==> config.mk <==
export PLATFORM = sky130hd
export DESIGN_NAME = onewire_temp_read_sequencer
export DESIGN_NICKNAME = d
export VERILOG_FILES = /design/src/design/owtrs_pkg.sv /design/src/design/onewire_temp_read_sequencer.sv
export SDC_FILE = /design/constraint.sdc
export NUM_CORES = 1
export LEC_CHECK = 0
export ABC_CLOCK_PERIOD_IN_PS = 3450
export BUFFER_PORTS_ARGS = -buffer_cell sky130_fd_sc_hd__clkbuf_2
export CORE_MARGIN = 1.5
export CORE_UTILIZATION = 35
export CTS_CLUSTER_DIAMETER = 80
export DETAILED_ROUTE_END_ITERATION = 8
export HOLD_SLACK_MARGIN = 0.05
export PLACE_DENSITY = 0.61
export SETUP_SLACK_MARGIN = 0.1
export SYNTH_ARGS = -nofsm -noshare
export SYNTH_HDL_FRONTEND = slang
export SYNTH_SLANG_ARGS = --single-unit
==> constraint.sdc <==
create_clock -name clk -period 3.45 [get_ports clk]
set_input_delay 0.69 -clock clk [delete_from_list [all_inputs] [get_ports clk]]
set_output_delay 0.69 -clock clk [all_outputs]
set_load 0.05 [all_outputs]
==> src/design/owtrs_pkg.sv <==
`timescale 1ns / 1ps

package owtrs_pkg;

  localparam int SCRATCHPAD_LEN_DEF = 9;

  localparam logic [7:0] SKIP_ROM_CODE = 8'hCC;
  localparam logic [7:0] CONVERT_CODE  = 8'h44;
  localparam logic [7:0] READ_PAD_CODE = 8'hBE;
  localparam logic [7:0] NO_TX_CODE    = 8'h00;
  localparam logic [6:0] POLL_BITS     = 7'd8;
  localparam logic [7:0] CRC_POLY_REFL = 8'h8C;

  typedef enum logic [2:0] {
    PH_IDLE       = 3'd0,
    PH_PRES1      = 3'd1,
    PH_POLL       = 3'd2,
    PH_CHECK_POLL = 3'd3,
    PH_PRES2      = 3'd4,
    PH_READ       = 3'd5,
    PH_CRC        = 3'd6
  } phase_t;

  typedef enum logic [1:0] {
    CMD_NONE  = 2'd0,
    CMD_RESET = 2'd1,
    CMD_TX    = 2'd2,
    CMD_RX    = 2'd3
  } cmd_t;

  // Dallas/Maxim CRC-8, reflected, one byte folded in
  function automatic logic [7:0] crc8_byte(input logic [7:0] crc, input logic [7:0] data);
    logic [7:0] c;
    c = crc ^ data;
    for (int b = 0; b < 8; b++) begin
      if (c[0]) begin
        c = (c >> 1) ^ CRC_POLY_REFL;
      end else begin
        c = c >> 1;
      end
    end
    return c;
  endfunction

endpackage

==> src/design/onewire_temp_read_sequencer.sv <==
`timescale 1ns / 1ps

// 1-Wire temperature read sequencer. Every beat on the input channel is one
// event from a 1-Wire bus driver: action 0 means the driver is ready for its
// next command and always yields exactly one result beat (command, transmit
// bytes, bit count, temperature, update flag, busy LED); action 1 carries one
// received byte and yields nothing. The sequence is reset, Skip ROM + Convert,
// 8-bit polls until a nonzero byte, reset, Skip ROM + Read Scratchpad, then a
// SCRATCHPAD_LEN-byte read whose CRC-8 is checked against the last byte. A
// match latches the 16-bit temperature (bytes 0 and 1) and drops the busy LED;
// a mismatch or short read retries from the second reset; a bus error flagged
// with a ready event restarts from the first reset. Throughput is one beat per
// clock: the sequencer state and the bytewise CRC update as each beat is taken and
// the result sits in one output register, so the input stalls only while that
// register is full and the output side is stalled. A ready beat's result is
// registered and valid in the next cycle. No clearing pass after reset.
module onewire_temp_read_sequencer #(
  parameter int SCRATCHPAD_LEN = owtrs_pkg::SCRATCHPAD_LEN_DEF
) (
  input  logic               clk,
  input  logic               rst,
  // input channel
  input  logic               in_valid,
  output logic               in_stall,
  input  logic               action,
  input  logic               presence,
  input  logic               bus_error,
  input  logic [7:0]         rx_data,
  // result channel
  output logic               out_valid,
  input  logic               out_stall,
  output logic [1:0]         command,
  output logic [7:0]         tx_first,
  output logic [7:0]         tx_second,
  output logic [6:0]         rx_bit_count,
  output logic signed [15:0] temperature,
  output logic               temp_updated,
  output logic               busy_led
);

  localparam int IDX_W   = $clog2(SCRATCHPAD_LEN + 1);
  localparam int ADDR_W  = $clog2(SCRATCHPAD_LEN);
  localparam int RX_BITS = SCRATCHPAD_LEN * 8;

  localparam logic [IDX_W-1:0] IDX_FULL = IDX_W'(SCRATCHPAD_LEN);
  localparam logic [IDX_W-1:0] IDX_LAST = IDX_W'(SCRATCHPAD_LEN - 1);
  localparam logic [6:0]       PAD_BITS = 7'(RX_BITS);  // masked to 7 bits

  // sequencer state
  owtrs_pkg::phase_t phase, phase_next, phase_eff;
  logic [IDX_W-1:0]  byte_index;
  logic [7:0]        crc_accum;
  logic [7:0]        scratchpad [SCRATCHPAD_LEN];
  logic [15:0]       temp_reg, temp_reg_next;
  logic              led_flag, led_flag_next;

  // per-event decode
  logic              in_fire, ready_beat, byte_beat;
  logic              start_rx, crc_ok, poll_done;
  owtrs_pkg::cmd_t   cmd_c;
  logic [7:0]        tx1_c, tx2_c;
  logic [6:0]        nbits_c;
  logic              updated_c;

  // the result register is the only thing that can hold the input back
  assign in_stall   = out_valid & out_stall;
  assign in_fire    = in_valid & ~in_stall;
  assign ready_beat = in_fire & ~action;
  assign byte_beat  = in_fire & action;

  // a bus error sends the sequence back to the first reset
  assign phase_eff = bus_error ? owtrs_pkg::PH_IDLE : phase;

  assign poll_done = (byte_index != '0) && (scratchpad[0] != 8'h00);
  assign crc_ok    = (byte_index >= IDX_FULL) &&
                     (crc_accum == scratchpad[SCRATCHPAD_LEN-1]);

  // next state
  always_comb begin
    phase_next = phase_eff;
    case (phase_eff)
      owtrs_pkg::PH_PRES1:
        phase_next = presence ? owtrs_pkg::PH_POLL : owtrs_pkg::PH_IDLE;
      owtrs_pkg::PH_POLL:
        phase_next = owtrs_pkg::PH_CHECK_POLL;
      owtrs_pkg::PH_CHECK_POLL:
        phase_next = poll_done ? owtrs_pkg::PH_PRES2 : owtrs_pkg::PH_POLL;
      owtrs_pkg::PH_PRES2:
        phase_next = presence ? owtrs_pkg::PH_READ : owtrs_pkg::PH_IDLE;
      owtrs_pkg::PH_READ:
        phase_next = owtrs_pkg::PH_CRC;
      owtrs_pkg::PH_CRC:
        phase_next = crc_ok ? owtrs_pkg::PH_IDLE : owtrs_pkg::PH_PRES2;
      default:
        phase_next = owtrs_pkg::PH_PRES1;  // idle and the spare code
    endcase
  end

  // command and side effects of a ready event
  always_comb begin
    cmd_c         = owtrs_pkg::CMD_NONE;
    tx1_c         = owtrs_pkg::NO_TX_CODE;
    tx2_c         = owtrs_pkg::NO_TX_CODE;
    nbits_c       = '0;
    updated_c     = 1'b0;
    start_rx      = 1'b0;
    led_flag_next = led_flag;
    temp_reg_next = temp_reg;
    case (phase_eff)
      owtrs_pkg::PH_PRES1: begin
        if (presence) begin
          led_flag_next = 1'b1;
          cmd_c         = owtrs_pkg::CMD_TX;
          tx1_c         = owtrs_pkg::SKIP_ROM_CODE;
          tx2_c         = owtrs_pkg::CONVERT_CODE;
        end
      end
      owtrs_pkg::PH_POLL: begin
        start_rx = 1'b1;
        cmd_c    = owtrs_pkg::CMD_RX;
        nbits_c  = owtrs_pkg::POLL_BITS;
      end
      owtrs_pkg::PH_CHECK_POLL: begin
        if (poll_done) begin
          cmd_c = owtrs_pkg::CMD_RESET;
        end
      end
      owtrs_pkg::PH_PRES2: begin
        if (presence) begin
          cmd_c = owtrs_pkg::CMD_TX;
          tx1_c = owtrs_pkg::SKIP_ROM_CODE;
          tx2_c = owtrs_pkg::READ_PAD_CODE;
        end
      end
      owtrs_pkg::PH_READ: begin
        start_rx = 1'b1;
        cmd_c    = owtrs_pkg::CMD_RX;
        nbits_c  = PAD_BITS;
      end
      owtrs_pkg::PH_CRC: begin
        if (crc_ok) begin
          temp_reg_next = {scratchpad[1], scratchpad[0]};
          updated_c     = 1'b1;
          led_flag_next = 1'b0;
        end else begin
          cmd_c = owtrs_pkg::CMD_RESET;
        end
      end
      default: begin
        cmd_c = owtrs_pkg::CMD_RESET;
      end
    endcase
  end

  // control state
  always_ff @(posedge clk) begin
    if (rst) begin
      phase      <= owtrs_pkg::PH_IDLE;
      byte_index <= '0;
      crc_accum  <= '0;
      temp_reg   <= '0;
      led_flag   <= 1'b0;
    end else if (ready_beat) begin
      phase    <= phase_next;
      temp_reg <= temp_reg_next;
      led_flag <= led_flag_next;
      if (start_rx) begin
        byte_index <= '0;
        crc_accum  <= '0;
      end
    end else if (byte_beat && (byte_index < IDX_FULL)) begin
      // bytes past the end of the scratchpad are dropped
      byte_index <= byte_index + 1'b1;
      if (byte_index < IDX_LAST) begin
        crc_accum <= owtrs_pkg::crc8_byte(crc_accum, rx_data);
      end
    end
  end

  // scratchpad bytes, stored whatever the phase
  always_ff @(posedge clk) begin
    if (byte_beat && (byte_index < IDX_FULL)) begin
      scratchpad[byte_index[ADDR_W-1:0]] <= rx_data;
    end
  end

  // result register
  always_ff @(posedge clk) begin
    if (rst) begin
      out_valid <= 1'b0;
    end else if (ready_beat) begin
      out_valid <= 1'b1;
    end else if (!out_stall) begin
      out_valid <= 1'b0;
    end
  end

  always_ff @(posedge clk) begin
    if (ready_beat) begin
      command      <= cmd_c;
      tx_first     <= tx1_c;
      tx_second    <= tx2_c;
      rx_bit_count <= nbits_c;
      temperature  <= $signed(temp_reg_next);
      temp_updated <= updated_c;
      busy_led     <= led_flag_next;
    end
  end

  // checks
  a_ready_gives_result: assert property (@(posedge clk) disable iff (rst)
    ready_beat |=> out_valid)
    else $error("ready beat did not produce a result");

  a_update_clears_led: assert property (@(posedge clk) disable iff (rst)
    (out_valid && temp_updated) |-> (!busy_led && command == owtrs_pkg::CMD_NONE))
    else $error("temperature update with busy LED or a command");

  a_index_bound: assert property (@(posedge clk) disable iff (rst)
    byte_index <= IDX_FULL)
    else $error("byte index past scratchpad length");

  a_tx_skip_rom: assert property (@(posedge clk) disable iff (rst)
    (out_valid && command == owtrs_pkg::CMD_TX) |-> (tx_first == owtrs_pkg::SKIP_ROM_CODE))
    else $error("transmit without Skip ROM code");

  a_byte_no_result: assert property (@(posedge clk) disable iff (rst)
    (byte_beat && !out_valid) |=> !out_valid)
    else $error("byte beat produced a result");

endmodule
# ---- After elaboration in Yosys (flattened, before gate mapping)
# Memories as Yosys holds them, arrays and structs flattened.
# Index checks and enable logic that the tools add are counted.
dict set report classes {
  n_addsub 1
  n_lt_le_gt_ge 3
  n_eq_ne 9
  mux 69
  bitwise 15
  reduce_logical 11
}
# op count
set ops {}
lappend ops {{$mux 8} 42}
lappend ops {{$mux 16} 2}
lappend ops {{$not 2->3} 8}
lappend ops {{$pmux 3 s6} 1}
lappend ops {{$pmux 8 s2} 1}
lappend ops {{$pmux 7 s2} 1}
lappend ops {{$mux 3} 4}
lappend ops {{$mux 4} 3}
lappend ops {{$mux 1} 10}
lappend ops {{$eq 3x3->1 const B} 3}
lappend ops {{$eq 8x8->1} 1}
lappend ops {{$lt 4x4->1 const B} 2}
lappend ops {{$pmux 2 s4} 1}
lappend ops {{$reduce_bool 8->1} 1}
lappend ops {{$xor 8x8->8} 1}
lappend ops {{$mux 7} 1}
lappend ops {{$eq 3x2->1 const B} 2}
lappend ops {{$add 4x1->4 const B} 1}
lappend ops {{$and 1x1->1} 4}
lappend ops {{$ge 4x4->1 const B} 1}
lappend ops {{$mux 2} 2}
lappend ops {{$ne 2x1->1 const B} 2}
lappend ops {{$reduce_bool 2->1} 2}
lappend ops {{$reduce_bool 4->1} 1}
lappend ops {{7 further kinds} 11}
dict set report word_totals {
  ff_bits 76
  ram_bits 72
  in_bits 15
  output_inout_bits 45
  elab_cells 122
  mem_count 1
}
# name depth word_bits rd rd_ports_with_merged_regs wr line
set mem_list {}
lappend mem_list {scratchpad 9 8 3 0 1 onewire_temp_read_sequencer.sv:53} ;# logic [7:0] scratchpad [SCRATCHPAD_LEN];

# ---- Logic depth before layout (Yosys ltp)
# Gate-level depths: netlist of the first run.
dict set report logic_depth {
  word_depth 49
  depth_mapped 9
  mapped_depth_nobuf 7
}

# ---- Least setup slack after synthesis of the first run
# Ideal clock, no wire load.
dict set report synth_timing {
  kind {reg-to-reg}
  from {reg out_valid}
  to {reg byte_index[0]}
  setup_time_ps 86
  arrival_time_ps 2589
  required_ps 3364
  path_slack_ps 776
  stages_incl_launch_ff 7
  path_buffers 0
  synth_period_minus_slack_ps 2674
  cell_sequence {dfxtp_1 > nand2_1 > nand3_1 > clkinv_1 > a21oi_1 > nand2_1 > a211oi_1}
}
dict set report synth_between {
  word_cells_on_any_way 10
  classes_between {eq/ne (1); mux (1); bitwise (5); reduce/logical (3)}
}
# element line
set synth_lines {}
lappend synth_lines {{start: declaration} onewire_temp_read_sequencer.sv:30} ;# output logic out_valid,
lappend synth_lines {{start signal: assignment} onewire_temp_read_sequencer.sv:190} ;# out_valid <= 1'b0;
lappend synth_lines {{start signal: assignment} onewire_temp_read_sequencer.sv:192} ;# out_valid <= 1'b1;
lappend synth_lines {{start signal: assignment} onewire_temp_read_sequencer.sv:194} ;# out_valid <= 1'b0;
lappend synth_lines {{$and 1x1->1 (*)} onewire_temp_read_sequencer.sv:66} ;# assign in_stall = out_valid & out_stall;
lappend synth_lines {{$not 1->1 (*)} onewire_temp_read_sequencer.sv:67} ;# assign in_fire = in_valid & ~in_stall;
lappend synth_lines {{$and 1x1->1 (*)} onewire_temp_read_sequencer.sv:67}
lappend synth_lines {{$and 1x1->1 (*)} onewire_temp_read_sequencer.sv:68} ;# assign ready_beat = in_fire & ~action;
lappend synth_lines {{net ready_beat} onewire_temp_read_sequencer.sv:58} ;# logic in_fire, ready_beat, byte_beat;
lappend synth_lines {{$ne 2x1->1 (no source line) or $reduce_bool 2->1 (tied branches)} -}
lappend synth_lines {{$reduce_and 2->1 (no source line)} -}
lappend synth_lines {{end signal: assignment} onewire_temp_read_sequencer.sv:173} ;# byte_index <= byte_index + 1'b1;
lappend synth_lines {{end: declaration} onewire_temp_read_sequencer.sv:51} ;# logic [IDX_W-1:0] byte_index;
# Mark *: on every way through the listed nets, which the timed path passes. The rest lies on a longest branch.
# A chain may end at the register's enable or synchronous reset.

# ---- Worst setup path in the final report of the first run
dict set report layout_timing {
  from {reg byte_index[0]}
  to {reg temperature[14], data pin}
}
dict set report layout_between {
  elab_chain_cells 4
}
# element line
set layout_rtl {}
lappend layout_rtl {{$ge 4x4->1} onewire_temp_read_sequencer.sv:75} ;# assign crc_ok = (byte_index >= IDX_FULL) &&
lappend layout_rtl {{$logic_and 1x1->1} onewire_temp_read_sequencer.sv:75}
lappend layout_rtl {{$mux 16} onewire_temp_read_sequencer.sv:141} ;# if (crc_ok) begin
lappend layout_rtl {{$mux 16} onewire_temp_read_sequencer.sv:109} ;# case (phase_eff)
lappend layout_rtl {{net temp_reg_next[14]} onewire_temp_read_sequencer.sv:54} ;# logic [15:0] temp_reg, temp_reg_next;
lappend layout_rtl {{end signal: assignment} onewire_temp_read_sequencer.sv:204} ;# temperature <= $signed(temp_reg_next);
lappend layout_rtl {{end: declaration} onewire_temp_read_sequencer.sv:36} ;# output logic signed [15:0] temperature,
# The timed path passes the listed nets, and every way through them passes these cells.

==> results of run 1 <==
[worst min-delay path, cell delays in order, from the launching register on]
cell,delay [ns]
dfxtp_1,0.33
mux2i_1,0.06
nor2_1,0.07
[cells by family (layout without fill, tap and decap cells)]
group / count (synthesis) / after routing / share of synthesized area [%]
multiplexers: 32 / 32 / 10.0
adder cells (fa/ha/maj): 3 / 3 / 0.994
buffers and inverters: 40 / 80 / 6.26
AO/OA/AOI/OAI: 37 / 37 / 6.73
flip-flops: 83 / 83 / 57.3
AND/OR/NAND/NOR: 81 / 81 / 11.4
XOR/XNOR: 27 / 27 / 7.26
other: 1 / 10 / 0.0993
[cells in the mapped netlist, types with 3 or more instances]
cell type   n
nor4_1      3
buf_2       3
ha_1        3
o21ai_0     4
or3_1       4
dfxtp_1    33
a22oi_1     6
nand4_1     3
xnor2_1    21
nor2_1     35
nor3_1      3
inv_1      11
mux2i_1    16
xor2_1      3
clkbuf_1    5
buf_4      18
edfxtp_1   50
mux2_1      6
a21oi_1    12
nand2_1    13
mux2_4     10
[metrics by stage]
step	instances	total power (uW)	util, %	setup slack (ns)	area (um^2)
global route	489	2330	41.1	0.658	4280
detailed placement	473	1510	39.0	0.929	4060
CTS	489	2270	41.1	0.912	4280
finish	489	2240	41.1	0.946	4280
global placement	473	1500	39.0	0.963	4060
floorplan	313	1440	-	0.776	3810
[worst max-delay path by stage]
stage / to / depth (start not counted)
6_report: temperature[14]$_DFFE_PN_ / 7
4_1_cts: temperature[14]$_DFFE_PN_ / 7
5_1_grt: temperature[13]$_DFFE_PN_ / 7
3_5_place_dp: temperature[12]$_DFFE_PN_ / 4
3_3_place_gp: temperature[10]$_DFFE_PN_ / 4
2_1_floorplan: byte_index[0]$_SDFFE_PP0P_ / 6
[routing by layer]
metal / global-route usage [%] / vias to the layer above / share of wire (%)
met2: 21.7 / 56 / 48
li1: - / 1150 / -
met4: 5.71 / 0 / 2.0
met3: 2.37 / 11 / 3.4
met1: 16.5 / 1090 / 47
met5: 0 / - / 0
[power breakdown]
group	switching (uW)	internal, uW
Sequential	35.6	1090
Combinational	220	138
Clock	349	410
[area by class of cell]
class / count / area share (%)
well taps: 136 / 3.98
repair buffers: 52 / 6.26
multi-input cells: 190 / 33.1
flip-flops and latches: 83 / 50.5
inverters: 12 / 1.05
clock inverters: 6 / 2.10
clock buffers: 10 / 2.98
==> results.yml, run 1 <==
clocking:
  cts_tree: "yes"
  clk_latency_ns: 0.35
  clk_path_buf_depth: 2
  post-cts-setup-buffers: 0
  root_buffer: "clkbuf_8"
  cts_resized: 0
  hold_buffers: 0
  cts_inserted_buffers: 9
  htree_levels: 3
  cts.sinks: 83
  clk_pin_slew_ns: 0.08
route:
  drt_iter0_markers: 79
  vias: 2307
  remaining_drc_errors: 0
  ant_nets: 0
  wire_per_inst_um: 14.3
  wl_mm: 6.97
  drt_pass1_iterations: 5
  viasPerCell: 4.72
floorplanning:
  die_width_um: 107
  start_util_pct: 36.3
  design.portCount: 60
  fp.dieArea_um2: 11400
  rows: 37
  core_um2: 10400
  die_y_um: 107
worst_setup_path:
  cp_top_family: "simple AND/OR/NAND/NOR gates"
  r2r-start: "byte_index[0]$_SDFFE_PP0P_"
  max_stage_delay_ns: 0.49
  required_ns: 3.54
  start_kind: "flip-flop"
  end_kind: "flip-flop"
  cp.arrival_ns: 2.60
  path_buf_inv: 1
  reg2reg_to: "temperature[14]$_DFFE_PN_"
  path_cells: "inv_1 -> ha_1 -> nand2b_1 -> o2111ai_1 -> nor4_2 -> nand3_2 -> mux2_1"
  worst-r2r-cell-count: 7
  worstPathMaxFanout: 16
  path_class: "flip-flop to flip-flop"
  reg2reg_slack_ns: 0.95
  critPathLaunch: "byte_index[0]$_SDFFE_PP0P_"
  crit_slowest_cell: "mux2_1"
layout:
  mostFrequentLayoutCell: "edfxtp_1"
  nets: 366
  fill_cells: 1017
  largest_reg_flops: 24
  multi_input_comb_area_um2: 1420
  drive_gt1_share_pct: 25.5
  seq_area_um2: 2160
  diodes: 0
  mostFrequentLayoutCells: "50 x edfxtp_1, 49 x clkbuf_2, 35 x nor2_1"
  area_growth_pct: 13.4
synth:
  async_flop_share_pct: 0
  yosysTopAreaCell: "edfxtp_1"
  synth_warnings: 0
  syn-instance-count: 304
  synth_ff_type: "edfxtp_1"
  syn_area_um2: 3780
  synth-edff-count: 50
  ys_top_cells_by_area: "edfxtp_1 40%, dfxtp_1 17%, xnor2_1 4.9%"
  synth_area_per_cell_um2: 12.4
  seq_area_frac_synth_pct: 57.3
  yosysTopAreaCellShare_pct: 39.8
  ys_ff_latch: 83
  synth_cell_types: 59
timing:
  hold_violations: 0
  rsz0062_at_grt: "no"
  setup_viol: 0
  finClkSkew_ns: 0.0123
  setup-tns-final_ns: 0
  tightest_slew_ns: 0.836
  report.final.slew_viol_count: 0
  hold_slack_ns: 0.492
  layout_min_cycle_time_ns: 2.50
  slew_headroom_pct: 44.3
  fin_crit_sh_pct: 72.6
  max_freq_mhz: 399
place:
  hpwl_mm: 4.94
  port_buffers: 49
  place.gp.congestion: 0.813
global_routing:
  grt_overflow: 0
  grt_max_degree: 33
  antenna_found_initial: 0
  grt_use_total_pct: 13.0
  grt_pass1_wl_mm: 11.4
  grt_pass1_vias: 2237
flow_run:
  max-cap-violations: 0
worst_hold_path:
  min_from: "temp_reg[15]$_SDFFE_PP0N_"
  whs_path_depth: 2
  holdPathEnd: "temp_reg[15]$_SDFFE_PP0N_"
  holdCritPathClass: "flip-flop to flip-flop"
power:
  cellLeakagePower_uw: 0.00161
  ir_worst_vdd_v: 0.000246
  p_per_area_nw_per_um2: 523
status:
  status: "complete, no violations"
Power figures use the tool's default switching activity.
==> run 2: changes to the inputs <==
--- a/config.mk
+++ b/config.mk
@@ -5,14 +5,14 @@
 export SDC_FILE = /design/constraint.sdc
 export NUM_CORES = 1
 export LEC_CHECK = 0
-export ABC_CLOCK_PERIOD_IN_PS = 3450
+export ABC_CLOCK_PERIOD_IN_PS = 2300
 export BUFFER_PORTS_ARGS = -buffer_cell sky130_fd_sc_hd__clkbuf_2
 export CORE_MARGIN = 1.5
 export CORE_UTILIZATION = 35
 export CTS_CLUSTER_DIAMETER = 80
 export DETAILED_ROUTE_END_ITERATION = 8
 export HOLD_SLACK_MARGIN = 0.05
-export PLACE_DENSITY = 0.61
+export PLACE_DENSITY = 0.63
 export SETUP_SLACK_MARGIN = 0.1
 export SYNTH_ARGS = -nofsm -noshare
 export SYNTH_HDL_FRONTEND = slang
==> constraint.sdc (replaced) <==
create_clock -name clk -period 2.3 [get_ports clk]
set_input_delay 0.46 -clock clk [delete_from_list [all_inputs] [get_ports clk]]
set_output_delay 0.46 -clock clk [all_outputs]
set_load 0.05 [all_outputs]
==> results.yml, run 2 (synthesis results as in run 1) <==
status:
  status: "complete, no violations"
worst_setup_path:
  required_ns: 2.40
  critPathLaunch: "byte_index[1]$_SDFFE_PP0P_"
  end_kind: "flip-flop"
  cp-endpoint: "temperature[14]$_DFFE_PN_"
  reg2reg_to: "temperature[14]$_DFFE_PN_"
  worst-r2r-cell-count: 8
  path_class: "flip-flop to flip-flop"
  crit_slowest_cell: "dfxtp_2"
  cp.arrival_ns: 2.17
  r2r-start: "byte_index[1]$_SDFFE_PP0P_"
  reg2reg_slack_ns: 0.23
  start_kind: "flip-flop"
  worstPathMaxFanout: 16
  path_cells: "inv_1 -> ha_1 -> nand2b_1 -> o2111ai_1 -> nor4_2 -> nand3_2 -> buf_6 -> mux2_1"
  max_stage_delay_ns: 0.36
timing:
  max_freq_mhz: 484
  fin_crit_sh_pct: 89.9
  slew_headroom_pct: 57.7
  rsz0062_at_grt: "no"
  layout_min_cycle_time_ns: 2.07
  hold_violations: 0
  hold_slack_ns: 0.365
  finClkSkew_ns: 0.0160
  setup_viol: 0
  tightest_slew_ns: 0.630
  setup-tns-final_ns: 0
  report.final.slew_viol_count: 0
power:
  p_per_area_nw_per_um2: 802
  cellLeakagePower_uw: 0.00168
  ir_worst_vdd_v: 0.000409
global_routing:
  grt_max_degree: 33
  grt_pass1_vias: 2191
  grt_use_total_pct: 12.8
  grt_overflow: 0
  grt_pass1_wl_mm: 11.2
  antenna_found_initial: 0
clocking:
  clk_latency_ns: 0.35
  clk_path_buf_depth: 2
  post-cts-setup-buffers: 0
  htree_levels: 3
  hold_buffers: 0
  cts_tree: "yes"
  root_buffer: "clkbuf_8"
  cts.sinks: 83
  cts_resized: 0
  clk_pin_slew_ns: 0.09
  cts_inserted_buffers: 9
place:
  dpl.cell_count: 481
  placed_area_um2: 4150
  place.gp.congestion: 0.805
  hpwl_mm: 4.99
  port_buffers: 49
layout:
  area_growth_pct: 16.6
  diodes: 0
  largest_reg_flops: 24
  nets: 374
  drive_gt1_share_pct: 28.5
  mostFrequentLayoutCell: "edfxtp_1"
  mostFrequentLayoutCells: "50 x edfxtp_1, 49 x clkbuf_2, 35 x nor2_1"
  fin_area_um2: 4400
  finalCoreUtilization_pct: 42.3
  finalNonFillerCells: 497
route:
  wire_per_inst_um: 14.1
  drt_pass1_iterations: 4
  vias: 2339
  drt_iter0_markers: 95
  wl_mm: 7.00
  viasPerCell: 4.71
  remaining_drc_errors: 0
  ant_nets: 0
floorplanning:
  start_util_pct: 36.3
  rows: 37
  fp.dieArea_um2: 11400
  die_y_um: 107
  die_width_um: 107
  design.portCount: 60
  core_um2: 10400
flow_run:
  max-cap-violations: 0
worst_hold_path:
  holdCritPathClass: "input pin to flip-flop"
-- run 2: power by group --
group / leakage (uW) / internal [uW] / switching [uW]
registers: 0.000737 / 1630 / 55.6
clock network: 0.000127 / 741 / 557
logic: 0.000813 / 218 / 329
total: 0.00168 / 2590 / 941
-- run 2: worst max-delay path: cells and delay by family (launching register included) --
kind	cells	cell delay (ns)
buffers and inverters	2	0.27
AO/OA/AOI/OAI	1	0.14
adder cells (fa/ha/maj)	1	0.17
AND/OR/NAND/NOR	3	0.56
multiplexers	1	0.33
flip-flops	1	0.36
-- run 2: stage by stage --
| step | total power [uW] | setup slack (ns) |
|---|---|---|
| final | 3530 | 0.233 |
| after global routing | 3670 | 0.122 |
| after CTS | 3570 | 0.148 |
| after detailed placement | 2270 | 0.168 |
| after global placement | 2260 | 0.222 |
| after floorplan | 2160 | 0.185 |
-- run 2: routing by layer --
| metal | routed length [um] | up-vias | global-route usage (%) | share of wire, % |
|---|---|---|---|---|
| li1 | - | 1167 | - | - |
| met1 | 3320 | 1118 | 17.0 | 47 |
| met2 | 3330 | 47 | 20.5 | 47 |
| met3 | 265 | 7 | 3.10 | 3.8 |
| met4 | 90 | 0 | 4.57 | 1.3 |
| met5 | 0 | - | 0 | 0 |
-- run 2: area by class of cell --
class / count / area [um^2]
fillers: 969 / 6010
flip-flops and latches: 83 / 2160
multi-input cells: 190 / 1430
repair buffers: 60 / 344
well taps: 136 / 170
clock inverters: 7 / 128
clock buffers: 9 / 124
inverters: 12 / 46.3
-- run 2: how the worst min path moves through the flow --
| stage | endpoint | depth (start not counted) | from | slack (ns) |
|---|---|---|---|---|
| CTS | scratchpad[1][0]$_DFFE_PP_ | 1 | rx_data[0] | 0.35 |
| global placement | temp_reg[14]$_SDFFE_PP0N_ | 2 | temp_reg[14]$_SDFFE_PP0N_ | 0.47 |
| finish | scratchpad[1][0]$_DFFE_PP_ | 1 | rx_data[0] | 0.37 |
| detailed placement | temp_reg[11]$_SDFFE_PP0N_ | 2 | temp_reg[11]$_SDFFE_PP0N_ | 0.48 |
| floorplan | temp_reg[10]$_SDFFE_PP0N_ | 2 | temp_reg[10]$_SDFFE_PP0N_ | 0.46 |
| global route | scratchpad[1][0]$_DFFE_PP_ | 1 | rx_data[0] | 0.35 |
==> run 3: changes to the inputs <==
--- a/config.mk
+++ b/config.mk
@@ -5,10 +5,12 @@
 export SDC_FILE = /design/constraint.sdc
 export NUM_CORES = 1
 export LEC_CHECK = 0
+export ABC_AREA = 1
 export ABC_CLOCK_PERIOD_IN_PS = 2300
 export BUFFER_PORTS_ARGS = -buffer_cell sky130_fd_sc_hd__clkbuf_2
 export CORE_MARGIN = 1.5
 export CORE_UTILIZATION = 35
+export CTS_BUF_LIST = sky130_fd_sc_hd__clkbuf_8
 export CTS_CLUSTER_DIAMETER = 80
 export DETAILED_ROUTE_END_ITERATION = 8
 export HOLD_SLACK_MARGIN = 0.05
==> results.yml, run 3 <==
place:
  pre_cts_ws_ns: 0.461
  place.gp.congestion: 0.833
  dpl.cell_count: 587
  port_buffers: 49
  hpwl_mm: 5.42
layout:
  diodes: 0
  mostFrequentLayoutCells: "113 x nand2_1, 50 x edfxtp_1, 49 x clkbuf_2"
  finalNonFillerCells: 603
  area_growth_pct: 14.3
  finalCoreUtilization_pct: 41.8
  drive_gt1_share_pct: 17.6
  largest_reg_flops: 24
  mostFrequentLayoutCell: "nand2_1"
  fill_cells: 1019
  nets: 480
floorplanning:
  fp.dieArea_um2: 11600
  design.portCount: 60
  core_um2: 10500
  rows: 37
  start_util_pct: 36.6
  die_y_um: 108
  die_width_um: 108
route:
  wl_met1_mm: 3.36
  remaining_drc_errors: 0
  wl_mm: 7.48
  ant_nets: 0
  highest_layer: "met4"
  route.met2.wl_mm: 3.57
  vias: 2825
  drt_iter0_markers: 153
  drt_pass1_iterations: 4
  route.met3.wl_um: 402
  wire_per_inst_um: 12.4
  viasPerCell: 4.68
worst_setup_path:
  worst_path_most_repeated_cell: "nand2_1"
  cp_top_family: "simple AND/OR/NAND/NOR gates"
  cp-endpoint: "command[0]$_DFFE_PN_"
  crit_slowest_cell: "dfxtp_1"
  reg2reg_slack_ns: 0.49
  r2r-start: "byte_index[0]$_SDFFE_PP0P_"
  max_stage_delay_ns: 0.43
  reg2reg_to: "command[0]$_DFFE_PN_"
  path_cells: "inv_1 -> ha_1 -> nand2_1 -> o21ai_1 -> nor3_4 -> buf_4 -> nand2_1 -> nand2_1 -> nand4_1"
  required_ns: 2.39
  cp.arrival_ns: 1.90
  critPathLaunch: "byte_index[0]$_SDFFE_PP0P_"
  path_buf_inv: 2
  end_kind: "flip-flop"
  worstPathMaxFanout: 17
  crit_cells: 9
  worst-r2r-cell-count: 9
  start_kind: "flip-flop"
  path_class: "flip-flop to flip-flop"
timing:
  rsz0062_at_grt: "no"
  layout_min_cycle_time_ns: 1.81
  report.final.slew_viol_count: 0
  fin_crit_sh_pct: 78.5
  setup-tns-final_ns: 0
  setup_viol: 0
  fin_ws_ns: 0.495
  max_freq_mhz: 554
  tightest_slew_ns: 0.627
  slew_headroom_pct: 58.0
  finClkSkew_ns: 0.0130
  hold_slack_ns: 0.355
  hold_violations: 0
clocking:
  cts_tree: "yes"
  clk_latency_ns: 0.36
  cts_inserted_buffers: 9
  clk_path_buf_depth: 2
  root_buffer: "clkbuf_8"
  clk_pin_slew_ns: 0.09
  htree_levels: 3
  cts.sinks: 83
  post-cts-setup-buffers: 0
  hold_buffers: 0
  cts_resized: 0
synth:
  synth_top_cells_by_count: "113 x nand2_1, 50 x edfxtp_1, 45 x inv_1"
  synth_ff_type: "edfxtp_1"
  synth-edff-count: 50
  synth.most_common_cell: "nand2_1"
  yosysTopAreaCell: "edfxtp_1"
  synth_warnings: 0
  syn-instance-count: 413
  async_flop_share_pct: 0
  synth_area_per_cell_um2: 9.27
  yosysTopAreaCellShare_pct: 39.2
  ys_ff_latch: 83
  ys_top_cells_by_area: "edfxtp_1 39%, dfxtp_1 17%, nand2_1 11%"
  syn_area_um2: 3830
  seq_area_frac_synth_pct: 56.5
  synth_cell_types: 33
global_routing:
  grt_pass1_vias: 2656
  antenna_found_initial: 0
  grt_overflow: 0
  grt_use_total_pct: 14.0
  grt_max_degree: 52
  grt_pass1_wl_mm: 12.6
worst_hold_path:
  holdCritPathClass: "input pin to flip-flop"
power:
  cellLeakagePower_uw: 0.00198
  p_per_area_nw_per_um2: 738
  ir_worst_vdd_v: 0.000316
status:
  status: "complete, no violations"
flow_run:
  max-cap-violations: 0
-- run 3: cell types whose count changed in the layout (fill, tap and decap cells not counted), moves of 17 or more --
cell and change:
nor2_1 -21, nand3_1 +17, o21ai_0 +19, nand2_1 +100, inv_1 +34
-- run 3: per-layer routing --
metal	up-vias	track usage, %
met1	1300	17.4
met2	69	22.9
met4	0	6.11
met3	10	3.57
met5	-	0
li1	1446	-
-- run 3: stage by stage --
stage                     instance area (um^2)  total power (uW)
after global placement                    4170              2190
after global routing                      4380              3380
after CTS                                 4380              3260
final                                     4380              3230
after floorplan                           3860              2110
after detailed placement                  4170              2200
-- run 3: final cells by class --
cell class              count  area (um^2)  area share [%]
inverters                  49          184            4.20
clock inverters             5         51.3            1.17
repair buffers             56          310            7.09
multi-input cells         263         1350            30.8
well taps                 136          170            3.89
clock buffers              11          151            3.46
flip-flops and latches     83         2160            49.4
-- run 3: worst min path at each step --
stage                            endpoint  depth (start not counted)  slack (ns)                       from
2_1_floorplan   crc_accum[7]$_SDFFE_PP0P_                          2        0.47  crc_accum[7]$_SDFFE_PP0P_
4_1_cts        scratchpad[8][6]$_DFFE_PP_                          1        0.35                 rx_data[6]
6_report       scratchpad[8][6]$_DFFE_PP_                          1        0.35                 rx_data[6]
3_5_place_dp    crc_accum[0]$_SDFFE_PP0P_                          2        0.49  crc_accum[0]$_SDFFE_PP0P_
3_3_place_gp    crc_accum[0]$_SDFFE_PP0P_                          2        0.48  crc_accum[0]$_SDFFE_PP0P_
5_1_grt        scratchpad[8][6]$_DFFE_PP_                          1        0.35                 rx_data[6]
-- run 3: power breakdown --
part	internal (uW)	leakage, uW	switching, uW
combinational	140	0.00114	343
clock	554	0.000103	508
sequential	1650	0.000740	38.7
total	2340	0.00198	889
-- run 3: worst reg2reg max path, cell delays in order (launching register included) --
cell	delay, ns
dfxtp_1	0.43
inv_1	0.07
ha_1	0.19
nand2_1	0.10
o21ai_1	0.10
nor3_4	0.18
buf_4	0.24
nand2_1	0.07
nand2_1	0.08
nand4_1	0.08
-- run 3: logic make-up after synthesis --
group / count (synthesis) / share of synthesized area (%)
buf+inv: 76 / 9.41
flops: 83 / 56.5
fa+ha+maj: 3 / 0.981
simple gates: 176 / 20.8
compound gates: 62 / 9.48
xor+xnor: 12 / 2.75
other cells: 1 / 0.0980
